$ cat src/rtl/cqst_pkg.sv
// cqst_pkg: types, codes and constants of the query session table
// used by the interfaces, the controller, the datapath and the top level
package cqst_pkg;

	// field widths
	localparam int unsigned MODE_W    = 2;
	localparam int unsigned SLOT_W    = 6;
	localparam int unsigned TIME_W    = 32;
	localparam int unsigned LEN_W     = 13;
	localparam int unsigned TYPE_W    = 8;
	localparam int unsigned WORD_W    = 32;
	localparam int unsigned SEND_W    = 2;
	localparam int unsigned PHASE_W   = 3;
	localparam int unsigned ATTEMPT_W = 4;
	localparam int unsigned LIVE_W    = 7;
	localparam int unsigned TMO_W     = 16;
	localparam int unsigned CFG_IDX_W = 4;
	localparam int unsigned CFG_DAT_W = 16;

	// item modes
	localparam logic [MODE_W-1:0] MODE_ARM    = 2'd0;
	localparam logic [MODE_W-1:0] MODE_POLL   = 2'd1;
	localparam logic [MODE_W-1:0] MODE_PACKET = 2'd2;

	// request codes
	localparam logic [SEND_W-1:0] SEND_NONE      = 2'd0;
	localparam logic [SEND_W-1:0] SEND_CHALLENGE = 2'd1;
	localparam logic [SEND_W-1:0] SEND_PLAYERS   = 2'd2;

	// register indexes
	localparam logic [CFG_IDX_W-1:0] REG_REPLY_TIMEOUT = 4'd0;
	localparam logic [CFG_IDX_W-1:0] REG_MAX_ATTEMPTS  = 4'd1;

	localparam logic [TMO_W-1:0]     TIMEOUT_RESET  = 16'd1000;
	localparam logic [ATTEMPT_W-1:0] ATTEMPTS_RESET = 4'd3;
	localparam logic [ATTEMPT_W-1:0] ATTEMPT_MAX    = 4'd15;

	// packet classification
	localparam logic [TYPE_W-1:0] TYPE_CHALLENGE    = 8'h41;
	localparam logic [TYPE_W-1:0] TYPE_PLAYERS      = 8'h44;
	localparam logic [LEN_W-1:0]  MIN_CHALLENGE_LEN = 13'd9;
	localparam logic [LEN_W-1:0]  MIN_PLAYERS_LEN   = 13'd6;
	localparam logic [LEN_W-1:0]  MIN_HEADER_LEN    = 13'd4;

	typedef enum logic [PHASE_W-1:0] {
		PH_NOT_STARTED    = 3'd0,
		PH_WAIT_CHALLENGE = 3'd1,
		PH_GOT_CHALLENGE  = 3'd2,
		PH_WAIT_PLAYERS   = 3'd3,
		PH_DONE           = 3'd4
	} phase_t;

	typedef enum logic {
		ST_IDLE,
		ST_EXEC
	} ctl_state_t;

	typedef struct packed {
		logic [MODE_W-1:0] mode;
		logic [SLOT_W-1:0] slot;
		logic [TIME_W-1:0] now_ms;
		logic [LEN_W-1:0]  packet_length;
		logic [TYPE_W-1:0] type_byte;
		logic [WORD_W-1:0] challenge_word;
	} item_t;

	typedef struct packed {
		logic [SEND_W-1:0]  send_request;
		logic [WORD_W-1:0]  request_challenge;
		logic [PHASE_W-1:0] slot_phase;
		logic               slot_success;
		logic               slot_failed;
		logic               hand_to_parser;
		logic [LIVE_W-1:0]  running_sessions;
	} result_t;

	// one session table entry
	typedef struct packed {
		phase_t                phase;
		logic [WORD_W-1:0]    challenge;
		logic [TIME_W-1:0]    last_time;
		logic [ATTEMPT_W-1:0] attempts;
		logic                 success;
	} entry_t;

	localparam entry_t ENTRY_RESET = '{
		phase:     PH_DONE,
		challenge: '0,
		last_time: '0,
		attempts:  '0,
		success:   1'b0
	};

	// controller to datapath
	typedef struct packed {
		logic capture;
		logic commit;
	} dp_cmd_t;

	// datapath to controller
	typedef struct packed {
		logic out_hold;
	} dp_stat_t;

endpackage

$ cat src/rtl/cqst_item_if.sv
// cqst_item_if: input item channel with valid/ready handshake
// depends on cqst_pkg for field widths
interface cqst_item_if import cqst_pkg::*; ();
	logic              valid;
	logic              ready;
	logic [MODE_W-1:0] mode;
	logic [SLOT_W-1:0] slot;
	logic [TIME_W-1:0] now_ms;
	logic [LEN_W-1:0]  packet_length;
	logic [TYPE_W-1:0] type_byte;
	logic [WORD_W-1:0] challenge_word;

	modport source (output valid, mode, slot, now_ms, packet_length, type_byte,
		challenge_word, input ready);
	modport sink (input valid, mode, slot, now_ms, packet_length, type_byte,
		challenge_word, output ready);
endinterface

$ cat src/rtl/cqst_result_if.sv
// cqst_result_if: result channel with valid/ready handshake
// depends on cqst_pkg for field widths
interface cqst_result_if import cqst_pkg::*; ();
	logic               valid;
	logic               ready;
	logic [SEND_W-1:0]  send_request;
	logic [WORD_W-1:0]  request_challenge;
	logic [PHASE_W-1:0] slot_phase;
	logic               slot_success;
	logic               slot_failed;
	logic               hand_to_parser;
	logic [LIVE_W-1:0]  running_sessions;

	modport source (output valid, send_request, request_challenge, slot_phase,
		slot_success, slot_failed, hand_to_parser, running_sessions, input ready);
	modport sink (input valid, send_request, request_challenge, slot_phase,
		slot_success, slot_failed, hand_to_parser, running_sessions, output ready);
endinterface

$ cat src/rtl/cqst_cfg_if.sv
// cqst_cfg_if: register write channel, index and data with valid/ready
// depends on cqst_pkg for field widths
interface cqst_cfg_if import cqst_pkg::*; ();
	logic                 valid;
	logic                 ready;
	logic [CFG_IDX_W-1:0] index;
	logic [CFG_DAT_W-1:0] data;

	modport source (output valid, index, data, input ready);
	modport sink (input valid, index, data, output ready);
endinterface

$ cat src/rtl/cqst_ctrl.sv
// cqst_ctrl: two-state controller, read of the session entry then commit
// depends on cqst_pkg
module cqst_ctrl import cqst_pkg::*; (
	input  logic     clk,
	input  logic     arst_n,
	input  logic     in_valid,
	output logic     in_ready,
	input  dp_stat_t stat,
	output dp_cmd_t  cmd
);

	ctl_state_t state_q, state_d;

	always_ff @(posedge clk or negedge arst_n) begin
		if (!arst_n) begin
			state_q <= ST_IDLE;
		end else begin
			state_q <= state_d;
		end
	end

	always_comb begin
		state_d = state_q;
		unique case (state_q)
			ST_IDLE: begin
				if (in_valid) state_d = ST_EXEC;
			end
			ST_EXEC: begin
				if (!stat.out_hold) state_d = ST_IDLE;
			end
			default: state_d = ST_IDLE;
		endcase
	end

	always_comb begin
		in_ready    = 1'b0;
		cmd.capture = 1'b0;
		cmd.commit  = 1'b0;
		unique case (state_q)
			ST_IDLE: begin
				in_ready    = 1'b1;
				cmd.capture = in_valid;
			end
			ST_EXEC: begin
				cmd.commit = !stat.out_hold;
			end
			default: ;
		endcase
	end

endmodule

$ cat src/rtl/cqst_dp.sv
// cqst_dp: session memory, entry update logic, config registers,
// live count and result register; depends on cqst_pkg
module cqst_dp import cqst_pkg::*; #(
	parameter int unsigned SESSION_SLOTS = 64
) (
	input  logic                 clk,
	input  logic                 arst_n,
	input  dp_cmd_t              cmd,
	output dp_stat_t             stat,
	input  item_t                item,
	input  logic                 cfg_we,
	input  logic [CFG_IDX_W-1:0] cfg_index,
	input  logic [CFG_DAT_W-1:0] cfg_data,
	output logic                 out_valid,
	input  logic                 out_ready,
	output result_t              res
);

	// only slots reachable by the slot field are stored
	localparam int unsigned SLOT_SPAN = 1 << SLOT_W;
	localparam int unsigned DEPTH = (SESSION_SLOTS < SLOT_SPAN) ? SESSION_SLOTS : SLOT_SPAN;
	localparam int unsigned IDX_W = (DEPTH > 1) ? $clog2(DEPTH) : 1;

	entry_t               mem_q [DEPTH];
	logic [DEPTH-1:0]     vld_q;
	entry_t               rd_data_s1;
	logic                 rd_vld_s1;
	item_t                item_q;
	logic                 in_range_q;
	logic [IDX_W-1:0]     idx_q;
	logic [TMO_W-1:0]     timeout_q;
	logic [ATTEMPT_W-1:0] max_att_q;
	logic [LIVE_W-1:0]    live_q;
	logic                 out_valid_q;
	result_t              res_q;

	logic [IDX_W-1:0]     rd_idx;
	logic                 in_range;
	entry_t               cur;
	entry_t               nxt;
	logic [TIME_W-1:0]    elapsed;
	logic                 timed_out;
	logic [ATTEMPT_W-1:0] att_inc;
	logic                 do_fail;
	logic                 do_succ;
	phase_t               retry_ph;
	logic                 live_inc;
	logic                 live_dec;
	logic [LIVE_W-1:0]    live_d;
	result_t              res_d;

	assign rd_idx   = item.slot[IDX_W-1:0];
	assign in_range = (32'(item.slot) < SESSION_SLOTS);

	// registered read of the addressed entry
	always_ff @(posedge clk) begin
		if (cmd.capture) begin
			rd_data_s1 <= mem_q[rd_idx];
			item_q     <= item;
			idx_q      <= rd_idx;
			in_range_q <= in_range;
		end
		if (cmd.commit && in_range_q) begin
			mem_q[idx_q] <= nxt;
		end
	end

	always_ff @(posedge clk or negedge arst_n) begin
		if (!arst_n) begin
			vld_q     <= '0;
			rd_vld_s1 <= 1'b0;
		end else begin
			if (cmd.capture) rd_vld_s1 <= vld_q[rd_idx];
			if (cmd.commit && in_range_q) vld_q[idx_q] <= 1'b1;
		end
	end

	always_ff @(posedge clk or negedge arst_n) begin
		if (!arst_n) begin
			timeout_q <= TIMEOUT_RESET;
			max_att_q <= ATTEMPTS_RESET;
		end else if (cfg_we) begin
			unique case (cfg_index)
				REG_REPLY_TIMEOUT: timeout_q <= cfg_data;
				REG_MAX_ATTEMPTS:  max_att_q <= cfg_data[ATTEMPT_W-1:0];
				default: ;
			endcase
		end
	end

	// entry update
	always_comb begin
		cur       = rd_vld_s1 ? rd_data_s1 : ENTRY_RESET;
		nxt       = cur;
		elapsed   = item_q.now_ms - cur.last_time;
		timed_out = elapsed > {{(TIME_W-TMO_W){1'b0}}, timeout_q};
		att_inc   = (cur.attempts == ATTEMPT_MAX) ? ATTEMPT_MAX : cur.attempts + 4'd1;
		do_fail   = 1'b0;
		do_succ   = 1'b0;
		retry_ph  = PH_NOT_STARTED;
		live_inc  = 1'b0;
		live_dec  = 1'b0;
		res_d     = '0;
		res_d.send_request = SEND_NONE;

		unique case (item_q.mode)
			MODE_ARM: begin
				live_inc = (cur.phase == PH_DONE);
				nxt = '{phase: PH_NOT_STARTED, challenge: '0, last_time: '0,
					attempts: '0, success: 1'b0};
			end
			MODE_POLL: begin
				case (cur.phase)
					PH_NOT_STARTED: begin
						res_d.send_request = SEND_CHALLENGE;
						nxt.phase          = PH_WAIT_CHALLENGE;
						nxt.last_time      = item_q.now_ms;
					end
					PH_GOT_CHALLENGE: begin
						res_d.send_request      = SEND_PLAYERS;
						res_d.request_challenge = cur.challenge;
						nxt.phase               = PH_WAIT_PLAYERS;
						nxt.last_time           = item_q.now_ms;
					end
					PH_WAIT_CHALLENGE, PH_WAIT_PLAYERS: begin
						do_fail  = timed_out;
						retry_ph = (cur.phase == PH_WAIT_CHALLENGE) ?
							PH_NOT_STARTED : PH_GOT_CHALLENGE;
					end
					default: ;
				endcase
			end
			MODE_PACKET: begin
				case (cur.phase)
					PH_WAIT_CHALLENGE: begin
						if (item_q.packet_length < MIN_CHALLENGE_LEN ||
							item_q.type_byte != TYPE_CHALLENGE) begin
							// player list straight away, no challenge needed
							if (item_q.packet_length > MIN_HEADER_LEN &&
								item_q.type_byte == TYPE_PLAYERS) begin
								do_succ = 1'b1;
							end else begin
								do_fail  = 1'b1;
								retry_ph = PH_NOT_STARTED;
							end
						end else begin
							nxt.challenge = item_q.challenge_word;
							nxt.phase     = PH_GOT_CHALLENGE;
							nxt.attempts  = '0;
						end
					end
					PH_WAIT_PLAYERS: begin
						if (item_q.packet_length < MIN_PLAYERS_LEN ||
							item_q.type_byte != TYPE_PLAYERS) begin
							do_fail  = 1'b1;
							retry_ph = PH_GOT_CHALLENGE;
						end else begin
							do_succ = 1'b1;
						end
					end
					default: ;
				endcase
			end
			default: ;
		endcase

		if (do_fail) begin
			nxt.attempts = att_inc;
			if (att_inc >= max_att_q) begin
				nxt.phase          = PH_DONE;
				live_dec           = 1'b1;
				res_d.slot_failed  = 1'b1;
			end else begin
				nxt.phase = retry_ph;
			end
		end
		if (do_succ) begin
			nxt.phase            = PH_DONE;
			nxt.success          = 1'b1;
			live_dec             = 1'b1;
			res_d.hand_to_parser = 1'b1;
		end

		// out-of-range slot leaves everything alone
		if (!in_range_q) begin
			live_inc = 1'b0;
			live_dec = 1'b0;
			res_d    = '0;
			res_d.send_request = SEND_NONE;
		end

		live_d = live_q;
		if (live_inc) begin
			live_d = live_q + 7'd1;
		end else if (live_dec && live_q != '0) begin
			live_d = live_q - 7'd1;
		end

		res_d.slot_phase       = in_range_q ? nxt.phase : PH_DONE;
		res_d.slot_success     = in_range_q & nxt.success;
		res_d.running_sessions = live_d;
	end

	always_ff @(posedge clk or negedge arst_n) begin
		if (!arst_n) begin
			live_q      <= '0;
			out_valid_q <= 1'b0;
		end else begin
			if (cmd.commit) begin
				live_q      <= live_d;
				out_valid_q <= 1'b1;
			end else if (out_ready) begin
				out_valid_q <= 1'b0;
			end
		end
	end

	always_ff @(posedge clk) begin
		if (cmd.commit) res_q <= res_d;
	end

	assign stat.out_hold = out_valid_q && !out_ready;
	assign out_valid     = out_valid_q;
	assign res           = res_q;

endmodule

$ cat src/rtl/challenge_query_session_table_core.sv
// challenge_query_session_table_core: query session table, top level
// entry read into a register when the item is taken, updated with the result on commit
// one item at a time, set by the read-modify-write on the session memory
// a full result register stalls the update state until the result transaction completes
// reset: async active low; all sessions read as done through per-entry valid bits,
// live count zero, timeout 1000 ms, max attempts 3; no clearing pass needed
module challenge_query_session_table_core import cqst_pkg::*; #(
	parameter int unsigned SESSION_SLOTS = 64
) (
	input logic            clk,
	input logic            arst_n,
	cqst_item_if.sink      item_in,
	cqst_result_if.source  result_out,
	cqst_cfg_if.sink       cfg
);

	dp_cmd_t  cmd;
	dp_stat_t stat;
	item_t    item;
	result_t  res;
	logic     in_ready;
	logic     out_valid;

	// payload fields gathered into one item word
	assign item = '{
		mode:           item_in.mode,
		slot:           item_in.slot,
		now_ms:         item_in.now_ms,
		packet_length:  item_in.packet_length,
		type_byte:      item_in.type_byte,
		challenge_word: item_in.challenge_word
	};

	assign item_in.ready = in_ready;

	// register writes are taken every cycle
	assign cfg.ready = 1'b1;

	// controller: idle / execute sequencing of one item
	cqst_ctrl u_ctrl (
		.clk      (clk),
		.arst_n   (arst_n),
		.in_valid (item_in.valid),
		.in_ready (in_ready),
		.stat     (stat),
		.cmd      (cmd)
	);

	// datapath: session memory, update logic and result register
	cqst_dp #(
		.SESSION_SLOTS (SESSION_SLOTS)
	) u_dp (
		.clk       (clk),
		.arst_n    (arst_n),
		.cmd       (cmd),
		.stat      (stat),
		.item      (item),
		.cfg_we    (cfg.valid),
		.cfg_index (cfg.index),
		.cfg_data  (cfg.data),
		.out_valid (out_valid),
		.out_ready (result_out.ready),
		.res       (res)
	);

	// result transaction
	assign result_out.valid             = out_valid;
	assign result_out.send_request      = res.send_request;
	assign result_out.request_challenge = res.request_challenge;
	assign result_out.slot_phase        = res.slot_phase;
	assign result_out.slot_success      = res.slot_success;
	assign result_out.slot_failed       = res.slot_failed;
	assign result_out.hand_to_parser    = res.hand_to_parser;
	assign result_out.running_sessions  = res.running_sessions;

endmodule

$ cat src/flat_wrapper.sv
// flat-port wrapper written by rule: the top's interface ports become plain ports
module challenge_query_session_table_core_flat import cqst_pkg::*;
#(
	parameter int unsigned SESSION_SLOTS = 64
)
  (clk, arst_n, item_in_valid, item_in_mode, item_in_slot, item_in_now_ms, item_in_packet_length, item_in_type_byte, item_in_challenge_word, item_in_ready, result_out_valid, result_out_send_request, result_out_request_challenge, result_out_slot_phase, result_out_slot_success, result_out_slot_failed, result_out_hand_to_parser, result_out_running_sessions, result_out_ready, cfg_valid, cfg_index, cfg_data, cfg_ready);
  cqst_item_if item_in_i ();
  cqst_result_if result_out_i ();
  cqst_cfg_if cfg_i ();
  input logic clk;
  input logic arst_n;
  input wire logic [$bits(item_in_i.valid)-1:0] item_in_valid;
  input wire logic [$bits(item_in_i.mode)-1:0] item_in_mode;
  input wire logic [$bits(item_in_i.slot)-1:0] item_in_slot;
  input wire logic [$bits(item_in_i.now_ms)-1:0] item_in_now_ms;
  input wire logic [$bits(item_in_i.packet_length)-1:0] item_in_packet_length;
  input wire logic [$bits(item_in_i.type_byte)-1:0] item_in_type_byte;
  input wire logic [$bits(item_in_i.challenge_word)-1:0] item_in_challenge_word;
  output wire logic [$bits(item_in_i.ready)-1:0] item_in_ready;
  output wire logic [$bits(result_out_i.valid)-1:0] result_out_valid;
  output wire logic [$bits(result_out_i.send_request)-1:0] result_out_send_request;
  output wire logic [$bits(result_out_i.request_challenge)-1:0] result_out_request_challenge;
  output wire logic [$bits(result_out_i.slot_phase)-1:0] result_out_slot_phase;
  output wire logic [$bits(result_out_i.slot_success)-1:0] result_out_slot_success;
  output wire logic [$bits(result_out_i.slot_failed)-1:0] result_out_slot_failed;
  output wire logic [$bits(result_out_i.hand_to_parser)-1:0] result_out_hand_to_parser;
  output wire logic [$bits(result_out_i.running_sessions)-1:0] result_out_running_sessions;
  input wire logic [$bits(result_out_i.ready)-1:0] result_out_ready;
  input wire logic [$bits(cfg_i.valid)-1:0] cfg_valid;
  input wire logic [$bits(cfg_i.index)-1:0] cfg_index;
  input wire logic [$bits(cfg_i.data)-1:0] cfg_data;
  output wire logic [$bits(cfg_i.ready)-1:0] cfg_ready;
  assign item_in_i.valid = item_in_valid;
  assign item_in_i.mode = item_in_mode;
  assign item_in_i.slot = item_in_slot;
  assign item_in_i.now_ms = item_in_now_ms;
  assign item_in_i.packet_length = item_in_packet_length;
  assign item_in_i.type_byte = item_in_type_byte;
  assign item_in_i.challenge_word = item_in_challenge_word;
  assign item_in_ready = item_in_i.ready;
  assign result_out_valid = result_out_i.valid;
  assign result_out_send_request = result_out_i.send_request;
  assign result_out_request_challenge = result_out_i.request_challenge;
  assign result_out_slot_phase = result_out_i.slot_phase;
  assign result_out_slot_success = result_out_i.slot_success;
  assign result_out_slot_failed = result_out_i.slot_failed;
  assign result_out_hand_to_parser = result_out_i.hand_to_parser;
  assign result_out_running_sessions = result_out_i.running_sessions;
  assign result_out_i.ready = result_out_ready;
  assign cfg_i.valid = cfg_valid;
  assign cfg_i.index = cfg_index;
  assign cfg_i.data = cfg_data;
  assign cfg_ready = cfg_i.ready;
  challenge_query_session_table_core #(.SESSION_SLOTS(SESSION_SLOTS)) u_core (.clk(clk), .arst_n(arst_n), .item_in(item_in_i), .result_out(result_out_i), .cfg(cfg_i));
endmodule
$ cat config.mk
export PLATFORM = sky130hd
export DESIGN_NAME = challenge_query_session_table_core_flat
export DESIGN_NICKNAME = d
export VERILOG_FILES = /design/src/rtl/cqst_pkg.sv /design/src/rtl/cqst_item_if.sv /design/src/rtl/cqst_result_if.sv /design/src/rtl/cqst_cfg_if.sv /design/src/rtl/cqst_ctrl.sv /design/src/rtl/cqst_dp.sv /design/src/rtl/challenge_query_session_table_core.sv /design/src/flat_wrapper.sv
export SDC_FILE = /design/constraint.sdc
export NUM_CORES = 2
export LEC_CHECK = 0
export ABC_AREA = 0
export BUFFER_PORTS_ARGS = -buffer_cell sky130_fd_sc_hd__buf_4
export CAP_MARGIN = 20
export CORE_MARGIN = 1
export CORE_UTILIZATION = 30
export CTS_CLUSTER_SIZE = 16
export DETAILED_ROUTE_END_ITERATION = 8
export PLACE_DENSITY_LB_ADDON = 0.3
export SLEW_MARGIN = 15
export SYNTH_ARGS = -nofsm -noshare
export SYNTH_HDL_FRONTEND = slang
export SYNTH_HIERARCHICAL = 1
export SYNTH_MEMORY_MAX_BITS = 65536
export SYNTH_SLANG_ARGS = --single-unit
$ cat constraint.sdc
create_clock -name clk -period 12.3 [get_ports clk]
set_input_delay 1.845 -clock clk [delete_from_list [all_inputs] [get_ports clk]]
set_output_delay 1.845 -clock clk [all_outputs]
set_load 0.01 [all_outputs]
==> metrics.md <==
| Metric | Value |
|---|---|
| Total routed wirelength | `563 mm` |
| Post-synth ARST share | `0.0191` |
| Maximum number of pins on one net before global-route repair | `about 140` |
| Number of antenna violations at the first check in global routing | `44` |
| Worst slew pin tran | `between 1000 and 1500 ps` |
| Cell at the root of the clock tree | `sky130_fd_sc_hd__clkbuf_16` |
| Clock-pin slew on the worst setup and hold paths | `about 60 ps` |
| Start point of the critical path | `u_core/u_dp/rd_vld_s1` |
| Relative max-transition margin | `0.223` |
| Die span in x | `796 um` |
| Peak supply drop | `136 uV` |
| Top flip-flop cell by instance count after synthesis | `sky130_fd_sc_hd__edfxtp_1` |
| Final critical delay including setup and external delays | `7240 ps` |
| Final global-route overflow total | `0` |
| Share of the synthesized area in the top cell type | `0.766` |
| Endpoint arrival time on the critical path | `8050 ps` |
| Cell family contributing the most delay on the critical path | `simple AND/OR/NAND/NOR gates` |
| Cell types occupying the most area after synthesis | `sky130_fd_sc_hd__edfxtp_1, sky130_fd_sc_hd__mux4_2, sky130_fd_sc_hd__dfrtp_1` |
| Tcrit/Tclk final | `0.588` |
| Wire length of the first global-routing pass | `approximately 770 mm` |
| Unrepaired setup endpoints after global routing | `no` |
| PostCTS Resize Cnt | `0` |
| Post-cts hold buffer count | `0` |
| Highest fanout seen on the critical path | `62` |
| Max frequency | `0.138 GHz` |
| Ordered cell list for the critical path | `buf_4, nand2_1, ha_1, and3_1, nand4_1, a31oi_1, nor2_1, o21ai_0, xor2_1, ha_1, nand4_1, nor4_1, nand2_1, o31a_1, a21oi_1, o211ai_1, or4_1, nor4_2, a31o_2, a21oi_4, nor2_1, a21o_1, buf_4` |
| Library cell with the largest summed area after synthesis | `sky130_fd_sc_hd__edfxtp_1` |
| Die Span Y | `796 um` |
| Total power after layout | `37.4 mW` |
| Net total in the final layout | `8437` |
| Sort of element at the start of the critical path | `flip-flop` |
| Min-Delay Path Class | `flip-flop to flip-flop` |
| Max-cap violations | `0` |
| Core Rows | `291` |
| Post CTS Setup Buffer Count | `0` |
| Status | `completed` |
| Final setup viols | `0` |
| Cell with the largest stage delay on the worst path | `sky130_fd_sc_hd__dfrtp_4` |
| Global routing usage summed across all routing layers | `0.173` |
| Register area share after synthesis | `0.779` |
| Number of synthesized flops with an enable pin | `4820` |
| Syn_area_per_cell | `approximately 24 um^2` |
| Effective utilization at floorplan | `0.301` |
| Initial DRC Count | `12.7k` |
| Ratio of total power to cell area | `172 nW/um^2` |
| Clock H-tree levels | `5` |
| Routed via count | `91.1k` |
| Final hold violation count | `0` |
| Max Transition Viols Final | `0` |
| Post-synthesis sequential element count | `4914` |
| CTS Buffer Depth | `4` |
| Worst flop-to-flop path startpoint | `u_core/u_dp/rd_vld_s1` |
| Via count of the first global-routing pass | `about 92k` |
| Post-Route Skew | `129 ps` |
| Via-to-Cell Ratio | `5.36` |
| Static power due to leakage | `67.9 nW` |
| Avg WL per Cell | `33.1 um` |
| Syn_nets | `7909` |
| Synthesized area | `189000 um^2` |
| Number of nets with antenna violations after detailed routing | `0` |
| Critical path data required time | `13110 ps` |
| Clock buffer count from CTS | `476` |
| Total negative setup slack | `0 ps` |
| Clk Latency, worst-skew pair | `1090 ps` |
| Hold path startpoint | `u_core/u_dp/vld_q[11]` |
| DP Wirelength | `293 mm` |
| Mapped Cells | `a little under 8k` |
| Layout Utilization | `0.347` |
| Detailed-route DRC error count | `0` |
| Die area | `between 600000 and 700000 um^2` |
| Filler cell count | `57.7k` |
| Kind of end point of the critical path | `flip-flop` |
| Num Clock Sinks | `4914` |
| Count of pins on the block boundary | `168` |
| Port Buffers | `about 170` |
| Kind of critical path | `flip-flop to flip-flop` |
| Share of layout cells above drive strength 1 | `0.332` |
| Yosys synthesis warning count | `6` |
| Slowest Stage Delay on Critical Path | `between 600 and 700 ps` |
| Final estimated routing congestion in global placement | `~0.81` |
| Count of unique library cells instantiated by Yosys | `93` |
| WP buf/inv | `2` |
| CTS tree | `built` |
| Area of the core | `628000 um^2` |
| First-pass iteration count of the detailed router | `6` |
| Area Growth Syn to Fin | `15.3%` |
==> cells by family (layout without fill, tap and decap cells) <==
| kind of cell | after synthesis | in the layout | synth area share |
|---|---|---|---|
| other | 1 | 13 | 0.0000198 |
| xor gates and xnor gates | 29 | 29 | 0.00134 |
| muxes | 1545 | 1545 | 0.183 |
| and+or+nand+nor | 470 | 470 | 0.0128 |
| adders and majority gates | 62 | 62 | 0.00415 |
| buffers and inverters | 449 | 1371 | 0.00920 |
| AOI/OAI and AO/OA | 259 | 259 | 0.0105 |
| DFF | 4914 | 4914 | 0.779 |
==> worst register-to-register path, delay by kind of cell, from the launching register on <==
kind / cells / cell delay [ps]
and+or+nand+nor: 10 / 2340
AOI/OAI and AO/OA: 8 / 2000
buffers and inverters: 2 / 1130
adders and majority gates: 2 / 740
DFF: 1 / 690
xor gates and xnor gates: 1 / 110
==> power breakdown <==
group	internal, mW	switching, mW	leakage (nW)
Clock	7.98	6.41	7.35
Combinational	1.09	2.26	14.9
Sequential	19.6	0.148	45.7
Total	28.6	8.81	67.9
==> registers in the layout, indices dropped and copies added (netlist names) <==
signal                  flops
u_core/u_dp/rd_vld_s1       1
u_core/u_ctrl/state_q       1
u_core/u_dp/timeout_q      16
u_core/u_dp/rd_data_s1     72
u_core/u_dp/res            47
u_core/u_dp/mem_q        4608
u_core/u_dp/out_valid       1
u_core/u_dp/live_q          7
u_core/u_dp/idx_q           6
u_core/u_dp/item_q         87
u_core/u_dp/vld_q          64
u_core/u_dp/max_att_q       4
==> worst paths after layout <==
kind / to / slack (ps) / cells past startpoint
setup / recovery: u_core/u_dp/mem_q[0][4] / 5060 / 23
hold / removal: u_core/u_dp/vld_q[11] / 460 / 1
setup reg to reg: u_core/u_dp/mem_q[0][4] / 5060 / 23
hold reg to reg: u_core/u_dp/vld_q[11] / 460 / 1
max in group asynchronous: u_core/u_dp/timeout_q[3] / 10420 / 3
min in group asynchronous: u_core/u_ctrl/state_q / 760 / 1
==> synth_stat cells (4+ instances only) <==
master / count
sky130_fd_sc_hd__a21o_1: 9
sky130_fd_sc_hd__a21oi_1: 55
sky130_fd_sc_hd__a21oi_2: 5
sky130_fd_sc_hd__a31oi_1: 7
sky130_fd_sc_hd__a32o_1: 64
sky130_fd_sc_hd__and2_1: 10
sky130_fd_sc_hd__and3_1: 35
sky130_fd_sc_hd__buf_1: 93
sky130_fd_sc_hd__buf_2: 7
sky130_fd_sc_hd__buf_4: 4
sky130_fd_sc_hd__buf_6: 4
sky130_fd_sc_hd__clkbuf_1: 295
sky130_fd_sc_hd__dfrtp_1: 86
sky130_fd_sc_hd__dfstp_2: 8
sky130_fd_sc_hd__edfxtp_1: 4820
sky130_fd_sc_hd__ha_1: 61
sky130_fd_sc_hd__inv_1: 46
sky130_fd_sc_hd__mux2_2: 6
sky130_fd_sc_hd__mux2i_1: 5
sky130_fd_sc_hd__mux4_2: 1533
sky130_fd_sc_hd__nand2_1: 117
sky130_fd_sc_hd__nand2b_1: 9
sky130_fd_sc_hd__nand3_1: 21
sky130_fd_sc_hd__nand4_1: 19
sky130_fd_sc_hd__nor2_1: 110
sky130_fd_sc_hd__nor2b_1: 16
sky130_fd_sc_hd__nor3_1: 20
sky130_fd_sc_hd__nor4_1: 6
sky130_fd_sc_hd__o211ai_1: 5
sky130_fd_sc_hd__o21a_1: 6
sky130_fd_sc_hd__o21ai_0: 38
sky130_fd_sc_hd__o21ai_1: 13
sky130_fd_sc_hd__o21bai_1: 9
sky130_fd_sc_hd__or2_2: 72
sky130_fd_sc_hd__or3_1: 4
sky130_fd_sc_hd__xnor2_1: 22
sky130_fd_sc_hd__xor2_1: 7
==> per-stage QoR <==
| stage | hold slack, ps | worst slack, ps | instances | cell area (um^2) |
|---|---|---|---|---|
| floorplan | 434 | 1910 | 7729 | 189000 |
| global placement | 446 | 5080 | 16121 | 202000 |
| detailed placement | 449 | 5020 | 16124 | 202000 |
| CTS | 464 | 4970 | 16996 | 217000 |
| global route | 468 | 4520 | 17007 | 218000 |
| finish | 462 | 5060 | 17013 | 218000 |
==> final cells by class <==
type                       instances  area [um^2]  share of cell area
antenna                           12         30.0            0.000138
clock buffer                     610        12700              0.0584
clock inverter                   262         2460              0.0113
inverter                          46          173            0.000793
multi-input combinational       2366        41000               0.188
sequential                      4914       147000               0.675
tap                             8350        10400              0.0480
timing repair buffer             453         3930              0.0181
==> cell usage in the layout (no fill, tap or decap), types with 52 or more instances in the layout <==
cell type	synthesis	layout
sky130_fd_sc_hd__clkbuf_1	295	109
sky130_fd_sc_hd__clkinv_2	0	63
sky130_fd_sc_hd__clkbuf_16	0	480
sky130_fd_sc_hd__clkinv_1	0	117
sky130_fd_sc_hd__buf_4	4	412
sky130_fd_sc_hd__nand2_1	117	117
sky130_fd_sc_hd__edfxtp_1	4820	4820
sky130_fd_sc_hd__ha_1	61	61
sky130_fd_sc_hd__mux4_2	1533	1533
sky130_fd_sc_hd__or2_2	72	72
sky130_fd_sc_hd__dfrtp_1	86	85
sky130_fd_sc_hd__a21oi_1	55	52
sky130_fd_sc_hd__nor2_4	0	63
==> per-layer routing <==
metal | up-vias | part of all wire | wire length, um | GRT usage
li1 | 34654 | - | - | -
met1 | 51121 | 0.41 | 234000 | 0.243
met2 | 4474 | 0.47 | 267000 | 0.279
met3 | 891 | 0.082 | 45900 | 0.0293
met4 | 8 | 0.030 | 16900 | 0.0485
met5 | - | 0.000092 | 52 | 0
(Power assumes the default switching activity.)
